## config.mk

```make
export PLATFORM = sky130hd
export DESIGN_NAME = energy_band_particle_id_top
export DESIGN_NICKNAME = d
export VERILOG_FILES = /design/src/design/ebpid_pkg.sv /design/src/design/ebpid_divider.sv /design/src/design/energy_band_particle_id_top.sv
export SDC_FILE = /design/constraint.sdc
export NUM_CORES = 1
export LEC_CHECK = 0
export ABC_AREA = 1
export BUFFER_PORTS_ARGS = -buffer_cell sky130_fd_sc_hd__clkbuf_2
export CAP_MARGIN = 25
export CELL_PAD_IN_SITES_DETAIL_PLACEMENT = 1
export CELL_PAD_IN_SITES_GLOBAL_PLACEMENT = 1
export CORE_MARGIN = 2
export CORE_UTILIZATION = 50
export DETAILED_ROUTE_END_ITERATION = 12
export GPL_ROUTABILITY_DRIVEN = 0
export GPL_TIMING_DRIVEN = 0
export HOLD_SLACK_MARGIN = 0.05
export PLACE_DENSITY_LB_ADDON = 0.3
export SYNTH_ARGS = -nofsm -noshare
export SYNTH_HDL_FRONTEND = slang
export SYNTH_SLANG_ARGS = --single-unit
```

## constraint.sdc

```tcl
create_clock -name i_clk -period 11.56 [get_ports i_clk]
set_input_delay 1.734 -clock i_clk [delete_from_list [all_inputs] [get_ports i_clk]]
set_output_delay 1.734 -clock i_clk [all_outputs]
set_load 0.01 [all_outputs]
```

## src/design/ebpid_pkg.sv

```systemverilog
// ----------------------------------------------------------------------------
// ebpid_pkg
// constants, band tables and shared types of the band cut particle id block
// ----------------------------------------------------------------------------
`timescale 1ns / 1ps

package ebpid_pkg;

    localparam int TABLE_POINTS = 84;
    localparam int IDX_W        = 7;
    localparam int ENERGY_W     = 14;
    localparam int CUT_W        = 11;
    localparam int SPAN_W       = 9;
    localparam int STEP_W       = 3;
    localparam int NUM_W        = 20;
    localparam int QUO_W        = 14;
    localparam int LOSS_W       = 12;
    localparam int CALO_W       = 15;
    localparam int OFS_W        = 16;
    localparam int FRAC_SHIFT   = 6;
    localparam int CENT_DIV     = 100;

    typedef int unsigned t_tab [TABLE_POINTS];

    localparam t_tab PT_MEV = '{
        1, 3, 5, 7, 9, 11, 13, 15, 17, 19,
        21, 23, 25, 27, 29, 31, 33, 35, 37, 39,
        41, 43, 45, 47, 49, 51, 53, 55, 57, 59,
        61, 63, 65, 67, 69, 71, 73, 75, 77, 79,
        81, 83, 85, 87, 89, 91, 93, 95, 97, 99,
        101, 103, 105, 107, 109, 111, 113, 115, 117, 119,
        121, 123, 125, 127, 129, 131, 133, 135, 137, 139,
        141, 143, 145, 147, 149, 151, 153, 155, 157, 160,
        164, 168, 173, 179};

    localparam t_tab LO_CENT = '{
        184, 204, 213, 202, 189, 181, 173, 163, 159, 152,
        147, 138, 134, 125, 125, 121, 114, 110, 106, 103,
        98, 96, 91, 90, 90, 86, 83, 80, 79, 76,
        77, 74, 72, 74, 70, 66, 65, 62, 62, 61,
        61, 60, 61, 55, 56, 53, 50, 53, 52, 52,
        54, 49, 45, 51, 50, 49, 47, 46, 46, 49,
        41, 43, 45, 43, 41, 39, 39, 42, 41, 39,
        39, 38, 37, 37, 36, 37, 41, 37, 37, 37,
        37, 37, 37, 37};

    localparam t_tab HI_CENT = '{
        550, 458, 411, 376, 355, 331, 314, 297, 276, 259,
        247, 239, 226, 220, 204, 197, 192, 186, 179, 173,
        168, 163, 160, 155, 148, 145, 142, 139, 134, 133,
        127, 126, 125, 119, 119, 118, 114, 114, 111, 109,
        107, 105, 102, 104, 101, 103, 102, 95, 96, 93,
        89, 92, 94, 88, 86, 85, 87, 87, 85, 82,
        85, 83, 79, 80, 81, 83, 82, 76, 77, 75,
        75, 75, 75, 75, 73, 73, 71, 73, 73, 73,
        73, 73, 73, 73};

    // hundredths to 1/256, rounded half up, evaluated at elaboration
    function automatic t_tab to_q8_tab(t_tab cent);
        t_tab q;
        for (int k = 0; k < TABLE_POINTS; k++) begin
            q[k] = (cent[k] * 256 + 50) / CENT_DIV;
        end
        return q;
    endfunction

    localparam t_tab LO_Q8 = to_q8_tab(LO_CENT);
    localparam t_tab HI_Q8 = to_q8_tab(HI_CENT);

    localparam logic [IDX_W-1:0] FIRST_IDX = '0;
    localparam logic [IDX_W-1:0] LAST_IDX  = IDX_W'(TABLE_POINTS - 1);

    // table point energy in 1/64 MeV
    function automatic logic [ENERGY_W-1:0] energy_at(input logic [IDX_W-1:0] idx);
        return ENERGY_W'(PT_MEV[idx] * 64);
    endfunction

    // segment width in whole MeV
    function automatic logic [STEP_W-1:0] step_at(input logic [IDX_W-1:0] idx);
        return STEP_W'(PT_MEV[idx] - PT_MEV[idx - IDX_W'(1)]);
    endfunction

    function automatic logic [CUT_W-1:0] cut_at(input logic [IDX_W-1:0] idx,
                                                input logic upper);
        logic [CUT_W-1:0] v;
        v = upper ? CUT_W'(HI_Q8[idx]) : CUT_W'(LO_Q8[idx]);
        return v;
    endfunction

    // request to the iterative divider
    typedef struct packed {
        logic              start;
        logic [QUO_W-1:0]  dividend;
        logic [STEP_W-1:0] divisor;
    } t_div_req;

endpackage

```

## src/design/ebpid_divider.sv

```systemverilog
// ----------------------------------------------------------------------------
// ebpid_divider
// restoring divider, one quotient bit per cycle, small divisor
// ----------------------------------------------------------------------------
`timescale 1ns / 1ps

module ebpid_divider
    import ebpid_pkg::*;
(
    input  logic             i_clk,
    input  logic             i_rst_n,
    input  t_div_req         i_req,
    output logic             o_done,
    output logic [QUO_W-1:0] o_quotient
);

    localparam int CNT_W = $clog2(QUO_W + 1);

    logic [STEP_W-1:0] r_rem;
    logic [QUO_W-1:0]  r_quo;
    logic [STEP_W-1:0] r_div;
    logic [CNT_W-1:0]  r_cnt;
    logic              r_busy;
    logic              r_done;

    logic [STEP_W:0]   rem_sh;
    logic              fits;
    logic [STEP_W:0]   rem_sub;

    // trial subtract of the shifted remainder
    always_comb begin
        rem_sh  = {r_rem, r_quo[QUO_W-1]};
        fits    = (rem_sh >= {1'b0, r_div});
        rem_sub = rem_sh - {1'b0, r_div};
    end

    // control
    always_ff @(posedge i_clk) begin
        if (!i_rst_n) begin
            r_busy <= 1'b0;
            r_done <= 1'b0;
            r_cnt  <= '0;
        end else begin
            r_done <= 1'b0;
            if (i_req.start) begin
                r_busy <= 1'b1;
                r_cnt  <= CNT_W'(QUO_W);
            end else if (r_busy) begin
                r_cnt <= r_cnt - CNT_W'(1);
                if (r_cnt == CNT_W'(1)) begin
                    r_busy <= 1'b0;
                    r_done <= 1'b1;
                end
            end
        end
    end

    // datapath
    always_ff @(posedge i_clk) begin
        if (i_req.start) begin
            r_rem <= '0;
            r_quo <= i_req.dividend;
            r_div <= i_req.divisor;
        end else if (r_busy) begin
            r_rem <= fits ? rem_sub[STEP_W-1:0] : rem_sh[STEP_W-1:0];
            r_quo <= {r_quo[QUO_W-2:0], fits};
        end
    end

    assign o_done     = r_done;
    assign o_quotient = r_quo;

endmodule

```

## src/design/energy_band_particle_id_top.sv

```systemverilog
// ----------------------------------------------------------------------------
// energy_band_particle_id_top
// band cut particle id: interpolated cuts, proton and pion flags, band offset
// ----------------------------------------------------------------------------
// usage
//   slave channel: one transfer carries calo_energy (bits 14:0, signed,
//   1/64 MeV) and fiber_loss (bits 26:15, 1/256)
//   master channel: one transfer per input with is_proton (bit 0), is_pion
//   (bit 1) and band_offset (bits 17:2, signed)
//   search over the point table, then each cut takes two multiply steps,
//   a divider start and a wait for the divider; an item outside the table
//   range skips these steps and goes straight to the done step
//   o_s_tready is high only while the sequencer is idle
//   a finished result sits in the output register; the next item may be
//   accepted meanwhile but completes only after the register is taken
//   a stalled receiver keeps the result stable until it takes it
//   reset empties the output register and returns the sequencer to idle
// ----------------------------------------------------------------------------
`timescale 1ns / 1ps

module energy_band_particle_id_top
    import ebpid_pkg::*;
(
    input  logic        i_clk,
    input  logic        i_rst_n,
    input  logic        i_s_tvalid,
    output logic        o_s_tready,
    input  logic [31:0] i_s_tdata,   // calo_energy[14:0], fiber_loss[26:15], zero
    output logic        o_m_tvalid,
    input  logic        i_m_tready,
    output logic [23:0] o_m_tdata    // is_proton[0], is_pion[1], band_offset[17:2], zero
);

    typedef enum logic [2:0] {
        S_IDLE,
        S_SEARCH,
        S_MUL0,
        S_MUL1,
        S_DIV_GO,
        S_DIV_WAIT,
        S_DONE
    } t_state;

    t_state                     r_state;
    logic signed [CALO_W-1:0]   r_e;
    logic [ENERGY_W-1:0]        r_u;
    logic [LOSS_W-1:0]          r_loss;
    logic [IDX_W-1:0]           r_lo_idx;
    logic [IDX_W-1:0]           r_hi_idx;
    logic [SPAN_W-1:0]          r_a;
    logic [SPAN_W-1:0]          r_b;
    logic [STEP_W-1:0]          r_k;
    logic [NUM_W-1:0]           r_acc;
    logic                       r_pass;
    logic [CUT_W-1:0]           r_lo_cut;
    logic [CUT_W-1:0]           r_hi_cut;
    logic                       r_out_valid;
    logic [23:0]                r_out_data;

    logic                       in_xfer;
    logic                       out_xfer;
    logic signed [CALO_W-1:0]   in_e;
    logic [IDX_W:0]             mid_sum;
    logic [IDX_W-1:0]           mid;
    logic [IDX_W-1:0]           seg_lo;
    logic [CUT_W-1:0]           c0;
    logic [CUT_W-1:0]           c1;
    logic [SPAN_W-1:0]          mul_a;
    logic [CUT_W-1:0]           mul_b;
    logic [NUM_W-1:0]           product;
    logic [CUT_W:0]             cut_sum;
    logic signed [OFS_W-1:0]    offset;
    logic                       is_proton;
    logic                       is_pion;
    t_div_req                   div_req;
    logic                       div_done;
    logic [QUO_W-1:0]           div_quo;

    assign o_s_tready = (r_state == S_IDLE);
    assign in_xfer    = i_s_tvalid && o_s_tready;
    assign out_xfer   = r_out_valid && i_m_tready;
    assign in_e       = $signed(i_s_tdata[CALO_W-1:0]);

    // search midpoint and segment start
    assign mid_sum = {1'b0, r_lo_idx} + {1'b0, r_hi_idx};
    assign mid     = mid_sum[IDX_W:1];
    assign seg_lo  = r_lo_idx - IDX_W'(1);

    // shared multiplier, operands picked by sequencer step
    assign c0      = cut_at(seg_lo, r_pass);
    assign c1      = cut_at(r_lo_idx, r_pass);
    assign mul_a   = (r_state == S_MUL0) ? r_b : r_a;
    assign mul_b   = (r_state == S_MUL0) ? c0 : c1;
    assign product = NUM_W'(mul_a * mul_b);

    // divider request
    always_comb begin
        div_req.start    = (r_state == S_DIV_GO);
        div_req.dividend = r_acc[NUM_W-1:FRAC_SHIFT];
        div_req.divisor  = r_k;
    end

    ebpid_divider u_div (
        .i_clk      (i_clk),
        .i_rst_n    (i_rst_n),
        .i_req      (div_req),
        .o_done     (div_done),
        .o_quotient (div_quo)
    );

    // classification and offset
    always_comb begin
        cut_sum   = {1'b0, r_lo_cut} + {1'b0, r_hi_cut};
        offset    = OFS_W'(r_e) - $signed(OFS_W'(cut_sum >> 3));
        is_proton = ({1'b0, r_loss} >= {2'b0, r_lo_cut}) &&
                    ({1'b0, r_loss} <= {2'b0, r_hi_cut});
        is_pion   = ({1'b0, r_loss} < {2'b0, r_lo_cut});
    end

    // sequencer with registered outputs
    always_ff @(posedge i_clk) begin
        if (!i_rst_n) begin
            r_state     <= S_IDLE;
            r_out_valid <= 1'b0;
            r_pass      <= 1'b0;
        end else begin
            // the done step reloads the output register itself
            if (out_xfer && (r_state != S_DONE)) begin
                r_out_valid <= 1'b0;
            end
            unique case (r_state)
                S_IDLE: begin
                    if (in_xfer) begin
                        r_e    <= in_e;
                        r_u    <= i_s_tdata[ENERGY_W-1:0];
                        r_loss <= i_s_tdata[CALO_W +: LOSS_W];
                        r_pass <= 1'b0;
                        if (in_e[CALO_W-1]) begin
                            r_lo_cut <= '0;
                            r_hi_cut <= '0;
                            r_state  <= S_DONE;
                        end else if (in_e[ENERGY_W-1:0] <= energy_at(FIRST_IDX)) begin
                            r_lo_cut <= cut_at(FIRST_IDX, 1'b0);
                            r_hi_cut <= cut_at(FIRST_IDX, 1'b1);
                            r_state  <= S_DONE;
                        end else if (in_e[ENERGY_W-1:0] >= energy_at(LAST_IDX)) begin
                            r_lo_cut <= cut_at(LAST_IDX, 1'b0);
                            r_hi_cut <= cut_at(LAST_IDX, 1'b1);
                            r_state  <= S_DONE;
                        end else begin
                            r_lo_idx <= FIRST_IDX + IDX_W'(1);
                            r_hi_idx <= LAST_IDX;
                            r_state  <= S_SEARCH;
                        end
                    end
                end
                S_SEARCH: begin
                    // smallest point index at or above the energy
                    if (r_lo_idx == r_hi_idx) begin
                        r_a     <= SPAN_W'(r_u - energy_at(seg_lo));
                        r_b     <= SPAN_W'(energy_at(r_lo_idx) - r_u);
                        r_k     <= step_at(r_lo_idx);
                        r_state <= S_MUL0;
                    end else if (r_u <= energy_at(mid)) begin
                        r_hi_idx <= mid;
                    end else begin
                        r_lo_idx <= mid + IDX_W'(1);
                    end
                end
                S_MUL0: begin
                    r_acc   <= product;
                    r_state <= S_MUL1;
                end
                S_MUL1: begin
                    r_acc   <= r_acc + product;
                    r_state <= S_DIV_GO;
                end
                S_DIV_GO: begin
                    r_state <= S_DIV_WAIT;
                end
                S_DIV_WAIT: begin
                    if (div_done) begin
                        if (r_pass) begin
                            r_hi_cut <= div_quo[CUT_W-1:0];
                            r_state  <= S_DONE;
                        end else begin
                            r_lo_cut <= div_quo[CUT_W-1:0];
                            r_pass   <= 1'b1;
                            r_state  <= S_MUL0;
                        end
                    end
                end
                S_DONE: begin
                    // wait for the output register to drain
                    if (!r_out_valid || i_m_tready) begin
                        r_out_valid <= 1'b1;
                        r_out_data  <= {6'b0, offset, is_pion, is_proton};
                        r_state     <= S_IDLE;
                    end
                end
                default: begin
                    r_state <= S_IDLE;
                end
            endcase
        end
    end

    assign o_m_tvalid = r_out_valid;
    assign o_m_tdata  = r_out_data;

endmodule

```

---- After elaboration in Yosys (flattened, before gate mapping) ----
Memories as Yosys holds them, arrays and structs flattened.
Cells that the tools add are included.
word-level totals
  flip-flop bits (word level) ............. 167
  bits in latches ......................... 0
  RAM bits ................................ 0
  memory bits (read-only) ................. 28672
  bits of input ports ..................... 36
  memories kept ........................... 7
memory list
  memory            depth  bits a word  rd ports  clocked after memory_dff  wr ports  line             RTL
  (name not given)  128    32           1         0                         0         ebpid_pkg.sv:75  return ENERGY_W'(PT_MEV[idx] * 64);
  (name not given)  128    32           1         0                         0         ebpid_pkg.sv:80  return STEP_W'(PT_MEV[idx] - PT_MEV[idx - IDX_W'(1)]);
  (name not given)  128    32           1         0                         0         ebpid_pkg.sv:80
  (name not given)  128    32           1         0                         0         ebpid_pkg.sv:86  v = upper ? CUT_W'(HI_Q8[idx]) : CUT_W'(LO_Q8[idx]);
  (name not given)  128    32           1         0                         0         ebpid_pkg.sv:86
  (name not given)  128    32           1         0                         0         ebpid_pkg.sv:86
  +1 memories       -      -            -         -                         -         -
cells by class
  add/sub/neg operators ................... 11
  multiply operators ...................... 1
  div/mod/pow operators ................... 0
  $lt $le $gt $ge ......................... 10
  eq/ne operators ......................... 22
  shift operators ......................... 0
  multiplexer cells ....................... 71
  bitwise logic cells ..................... 5
  reduce and logical (&&, ||, !) cells .... 23
operators by type and width
  cell                                                   number
  two-way mux 11 bit                                     23
  two-way mux 7 bit                                      12
  one-hot mux 11 bit (2 select lines)                    2
  one-hot mux 20 bit (2 select lines)                    1
  two-way mux 3 bit                                      13
  two-way mux 14 bit                                     2
  one-hot mux 7 bit (2 select lines)                     2
  >= comparator 8 bit (second input constant)            3
  NOT 7 -> 8 bit                                         3
  one-hot mux 3 bit (7 select lines)                     1
  adder 20 bit                                           1
  multiplier 9 x 11 -> 20 bit                            1
  inequality test 2 bit (second input constant)          10
  subtractor 9 bit                                       2
  two-way mux 8 bit                                      2
  AND reduction 8 bit                                    2
  subtractor 15 x 10 -> 16 bit                           1
  >= comparator 14 bit (second input constant)           1
  <= comparator 14 bit                                   1
  <= comparator 14 x 7 -> 1 bit (second input constant)  1
  adder 11 x 11 -> 12 bit                                1
  >= comparator 12 x 11 -> 1 bit                         1
  <= comparator 12 x 11 -> 1 bit                         1
  less-than comparator 12 x 11 -> 1 bit                  1
  other kinds (30)                                       55

---- Logic depth before layout (Yosys ltp) ----
  depth in word-level cells ............... 10
  depth in mapped cells ................... 48

---- By module ----
From an unflattened synthesis, not the netlist that was laid out.
second synthesis, totals
  cells, all modules ...................... 2257
  area, all modules ....................... 16404.5 sq um
by module, submodules not included
  module                       instances  cells each  area each (sq um)
  energy_band_particle_id_top  1          2121        15174.6
  ebpid_divider                1          136         1229.9

---- Least setup slack after synthesis ----
Ideal clock, no wire load.
  path type ............................... register -> register
  start ................................... register r_lo_idx[0]
  end ..................................... register r_acc[19], data pin
  library setup time ...................... 254 ps
  arrival ................................. 7483 ps
  setup slack ............................. 3824 ps
  stages on the path, launching flop included .. 41
  cell sequence ........................... edfxtp_1 > inv_2 > ha_1 > inv_2 > ha_1 > buf_2 > inv_1 > buf_2 > nor2_1 > inv_1 > nor2_1 > o21ai_0 > a21oi_1 > o211ai_1 > nand3_2 > nand2_1 > nand2_1 > fa_1 > (+5 left out) > inv_1 > ha_1 > a21oi_1 > o21ai_0 > a21oi_1 > o21ai_0 > a21boi_0 > xor2_1 > inv_1 > ha_1 > a21o_1 > o21bai_1 > a21oi_1 > nand3_1 > nand2_1 > nand3_1 > xor2_1 > inv_1
between the ends
  word-level cells in the longest chain between the ends .. 10
ends and longest elaborated chain
  element                                                line                                RTL
  start, declared                                        energy_band_particle_id_top.sv:48   logic [IDX_W-1:0] r_lo_idx;
  start signal, assigned                                 energy_band_particle_id_top.sv:151  r_lo_idx <= FIRST_IDX + IDX_W'(1);
  start signal, assigned                                 energy_band_particle_id_top.sv:167  r_lo_idx <= mid + IDX_W'(1);
  subtractor 7 x 1 -> 7 bit                              energy_band_particle_id_top.sv:87   assign seg_lo = r_lo_idx - IDX_W'(1);
  NOT 7 -> 8 bit (not written as such)                   ebpid_pkg.sv:86
  memory (128 x 32 bit)                                  -
  two-way mux 11 bit (not written as such) (2 in a row)  ebpid_pkg.sv:86
  two-way mux 11 bit                                     ebpid_pkg.sv:86
  two-way mux 11 bit *                                   energy_band_particle_id_top.sv:93   assign mul_b = (r_state == S_MUL0) ? c0 : c1;
  multiplier 9 x 11 -> 20 bit *                          energy_band_particle_id_top.sv:94   assign product = NUM_W'(mul_a * mul_b);
  adder 20 bit                                           energy_band_particle_id_top.sv:175  r_acc <= r_acc + product;
  one-hot mux 20 bit (2 select lines) *                  energy_band_particle_id_top.sv:131  unique case (r_state)
  end signal, assigned                                   energy_band_particle_id_top.sv:171  r_acc <= product;
  end signal, assigned                                   energy_band_particle_id_top.sv:175
  end, declared                                          energy_band_particle_id_top.sv:53   logic [NUM_W-1:0] r_acc;
Every way passes the cells marked *; elsewhere a longest branch is shown, timed or not. The select of a mux whose other input is x is not followed.
A chain may end at the register's enable or synchronous reset.

---- Final worst setup path ----
  start ................................... register r_lo_idx[1]
  end ..................................... register r_acc[19], data pin
Same word-level chain as after synthesis.

==> impl_metrics.json <==
{
  "status": "completed",
  "synth-main-ff-cell": "edfxtp_1",
  "synth-simple-area-share_pct": 24.8,
  "yosys-top-cells-area": "edfxtp_1 (25%), ha_1 (11%), nand2_1 (11%), fa_1 (8.6%), inv_1 (7.7%)",
  "dr_total_vias": 16828,
  "synth_top_family_by_area": "simple AND/OR/NAND/NOR gates",
  "area_delta_synth_final_pct": 9.03,
  "dp.cells": 2699,
  "r2r_setup_slack_ns": 1.25,
  "slowest_delay_ns": 0.66,
  "worstReg2RegEnd": "r_acc[19]",
  "cts_setup_buffers": 0,
  "hp-start": "r_k[1]",
  "holdPathStages": 0,
  "seqCellArea_mm2": 0.00442,
  "max_slew_margin_pct": 26.0,
  "synth-xor-area-share_pct": 3.50,
  "slew_viol_final": 0,
  "hold_viol": 0,
  "clk_pin_slew_worst_paths_ns": 0.08,
  "grt_pass1_vias": 17549,
  "worst_pin_slew_ns": 1.10,
  "multi_input_area_mm2": 0.0102,
  "coreArea_mm2": 0.0323,
  "initial_core_util_pct": 50.4,
  "synth_seq_cells": 152,
  "port-buffer-count": 50,
  "critPathLaunchType": "flip-flop",
  "worstPathRequired_ns": 11.76,
  "die_area_mm2": 0.0340,
  "netlist_area_mm2": 0.0163,
  "drt-pass1-iter-count": 8,
  "drv_cap": 0,
  "synth.largest_area_cell": "edfxtp_1",
  "cts_sinks": 152,
  "r2r_start": "r_lo_idx[1]",
  "drt_iter0_markers": 1937,
  "cpLargestDelayFamily": "adder cells",
  "cts-resized-gates": 0,
  "crit_path_max_fanout": 11,
  "end_kind": "flip-flop",
  "ioPinCount": 62,
  "clk_latency_ns": 0.44,
  "synth-async-reset-ratio_pct": 0,
  "final_antenna_net_count": 0,
  "cpMaxStageDelayCell": "edfxtp_1",
  "syn_area_per_cell_um2": 7.41,
  "fin_crit_sh_pct": 89.2,
  "synth-compound-area-share_pct": 14.2,
  "min_period_ns": 10.31,
  "htree_levels": 4,
  "die_w_um": 184,
  "crit_arrival_ns": 10.51,
  "grt_use_total_pct": 37.6,
  "fin_setup_tns_ns": 0,
  "muxShareOfSynthArea_pct": 0,
  "rows": 66,
  "finalClockSkew_ns": 0.0107,
  "drc_errors": 0,
  "rsz0062_at_grt": "false",
  "fin_cells": 2732,
  "synth.distinct_cells": 59,
  "overflow": 0,
  "min_path_type": "flip-flop to flip-flop",
  "drive_above_1_share_pct": 8.82,
  "synth-seq-area-share_pct": 27.2,
  "fmaxAchievable_mhz": 97.0,
  "synth_fa_ha_area_share_pct": 20.1,
  "path_common_cell": "inv_1",
  "synth-edff-count": 138,
  "critical_path_class": "flip-flop to flip-flop",
  "drt_wl_total_mm": 62.9,
  "ctsHoldBuffers": 0,
  "synth_top_cell_area_share_pct": 25.5,
  "post_drt_via_cell_ratio": 6.16,
  "setup_viol": 0,
  "diodes": 0,
  "syn_inst": 2197,
  "utilization_pct": 55.0,
  "hold_end": "u_div.r_div[1]",
  "die_h_um": 184,
  "hpwl_mm": 49.0,
  "clk_path_buf_depth": 2,
  "cts-root-buf": "clkbuf_16",
  "worst_r2r_path_depth": 42,
  "cp_num_buf_inv": 12,
  "wire_per_inst_um": 23.0,
  "grt_max_degree": 21,
  "nNetsFinal": 2532,
  "cts_buffers": 17,
  "cts_tree": "built",
  "antenna_found_initial": 0,
  "grt_pass1_wl_mm": 98.4,
  "synth_warnings": 0,
  "fill_cells": 4166
}
sequential cells by signal, summed over array words and instances, names as in the netlist:
name              flops
r_acc                20
o_m_tdata            18
r_e                  15
u_div.o_quotient     14
r_loss               12
r_hi_cut             11
r_lo_cut             11
r_a                   9
r_b                   8
r_hi_idx              7
r_lo_idx              7
u_div.r_cnt           4
r_k                   3
r_state               3
u_div.r_div           3
u_div.r_rem           3
o_m_tvalid            1
r_pass                1
u_div.o_done          1
u_div.r_busy          1
final cells by class:
type                       instances  area share (%)
buffer                            68            2.12
clock buffer                      18            2.48
clock inverter                    14           0.705
inverter                         345            7.30
multi-input combinational       1637            57.6
sequential                       152            24.9
tap                              442            3.12
timing repair buffer              56            1.79
how the worst max path moves through the flow:
stage | from | end | slack, ns | cells past startpoint
final | r_lo_idx[1] | r_acc[19] | 1.25 | 42
after global routing | r_lo_idx[1] | r_acc[19] | 0.69 | 39
after CTS | r_lo_idx[1] | r_acc[19] | 1.59 | 42
after detailed placement | r_lo_idx[1] | r_acc[19] | 1.64 | 42
after global placement | r_lo_idx[1] | r_acc[17] | 1.92 | 39
after floorplan | r_lo_idx[0] | r_acc[19] | 3.82 | 40
metrics by stage:
stage          area (um^2)  hold slack [ns]  setup WS [ns]
2_1_floorplan        16300            0.400           3.82
3_3_place_gp         17100            0.445           1.92
3_5_place_dp         17200            0.450           1.64
4_1_cts              17700            0.457           1.59
5_1_grt              17700            0.451          0.689
6_report             17700            0.454           1.25
synth_stat cells (21+ instances only):
library cell    n
nand2_1       467
inv_1         334
nor2_1        219
o21ai_0       152
ha_1          149
nand3_1       149
a21oi_1       139
edfxtp_1      138
fa_1           70
xor2_1         37
buf_2          29
nor3_1         27
o211ai_1       26
xnor2_1        23
o21ai_1        21
placed cells by master, fill, tap and decap left out, types with 12 or more instances in the layout:
cell type	synthesis	routed
buf_4	12	12
nor2_1	219	219
inv_1	334	334
nor3_1	27	24
nand3_1	149	149
dfxtp_1	14	14
ha_1	149	149
fa_1	70	70
nand4_1	18	18
a21oi_1	139	139
edfxtp_1	138	138
nand2_2	16	16
xnor2_1	23	23
buf_2	29	29
clkbuf_2	1	51
a31oi_1	13	13
clkbuf_16	0	17
xor2_1	37	37
o21ai_1	21	21
nand2_1	467	467
o211ai_1	26	26
o21ai_0	152	152
clkbuf_1	20	20
per-layer routing:
| metal | up-vias | wire, um | GRT usage, % |
|---|---|---|---|
| li1 | 7415 | - | - |
| met5 | - | 0 | 0 |
| met1 | 8170 | 25000 | 48.5 |
| met3 | 259 | 5860 | 7.80 |
| met4 | 0 | 2990 | 15.9 |
| met2 | 984 | 29000 | 61.1 |
cells by family (layout without fill, tap and decap cells):
group,count (synthesis),after routing
AOI/OAI and AO/OA,410,410
xor gates and xnor gates,62,62
adders and majority gates,219,219
buffers and inverters,413,501
DFF,152,152
other,1,6
and+or+nand+nor,940,940
Power is left out: the tool's default activity adds up to more than one toggle a clock period on the data nets, which glitch-free logic cannot reach.
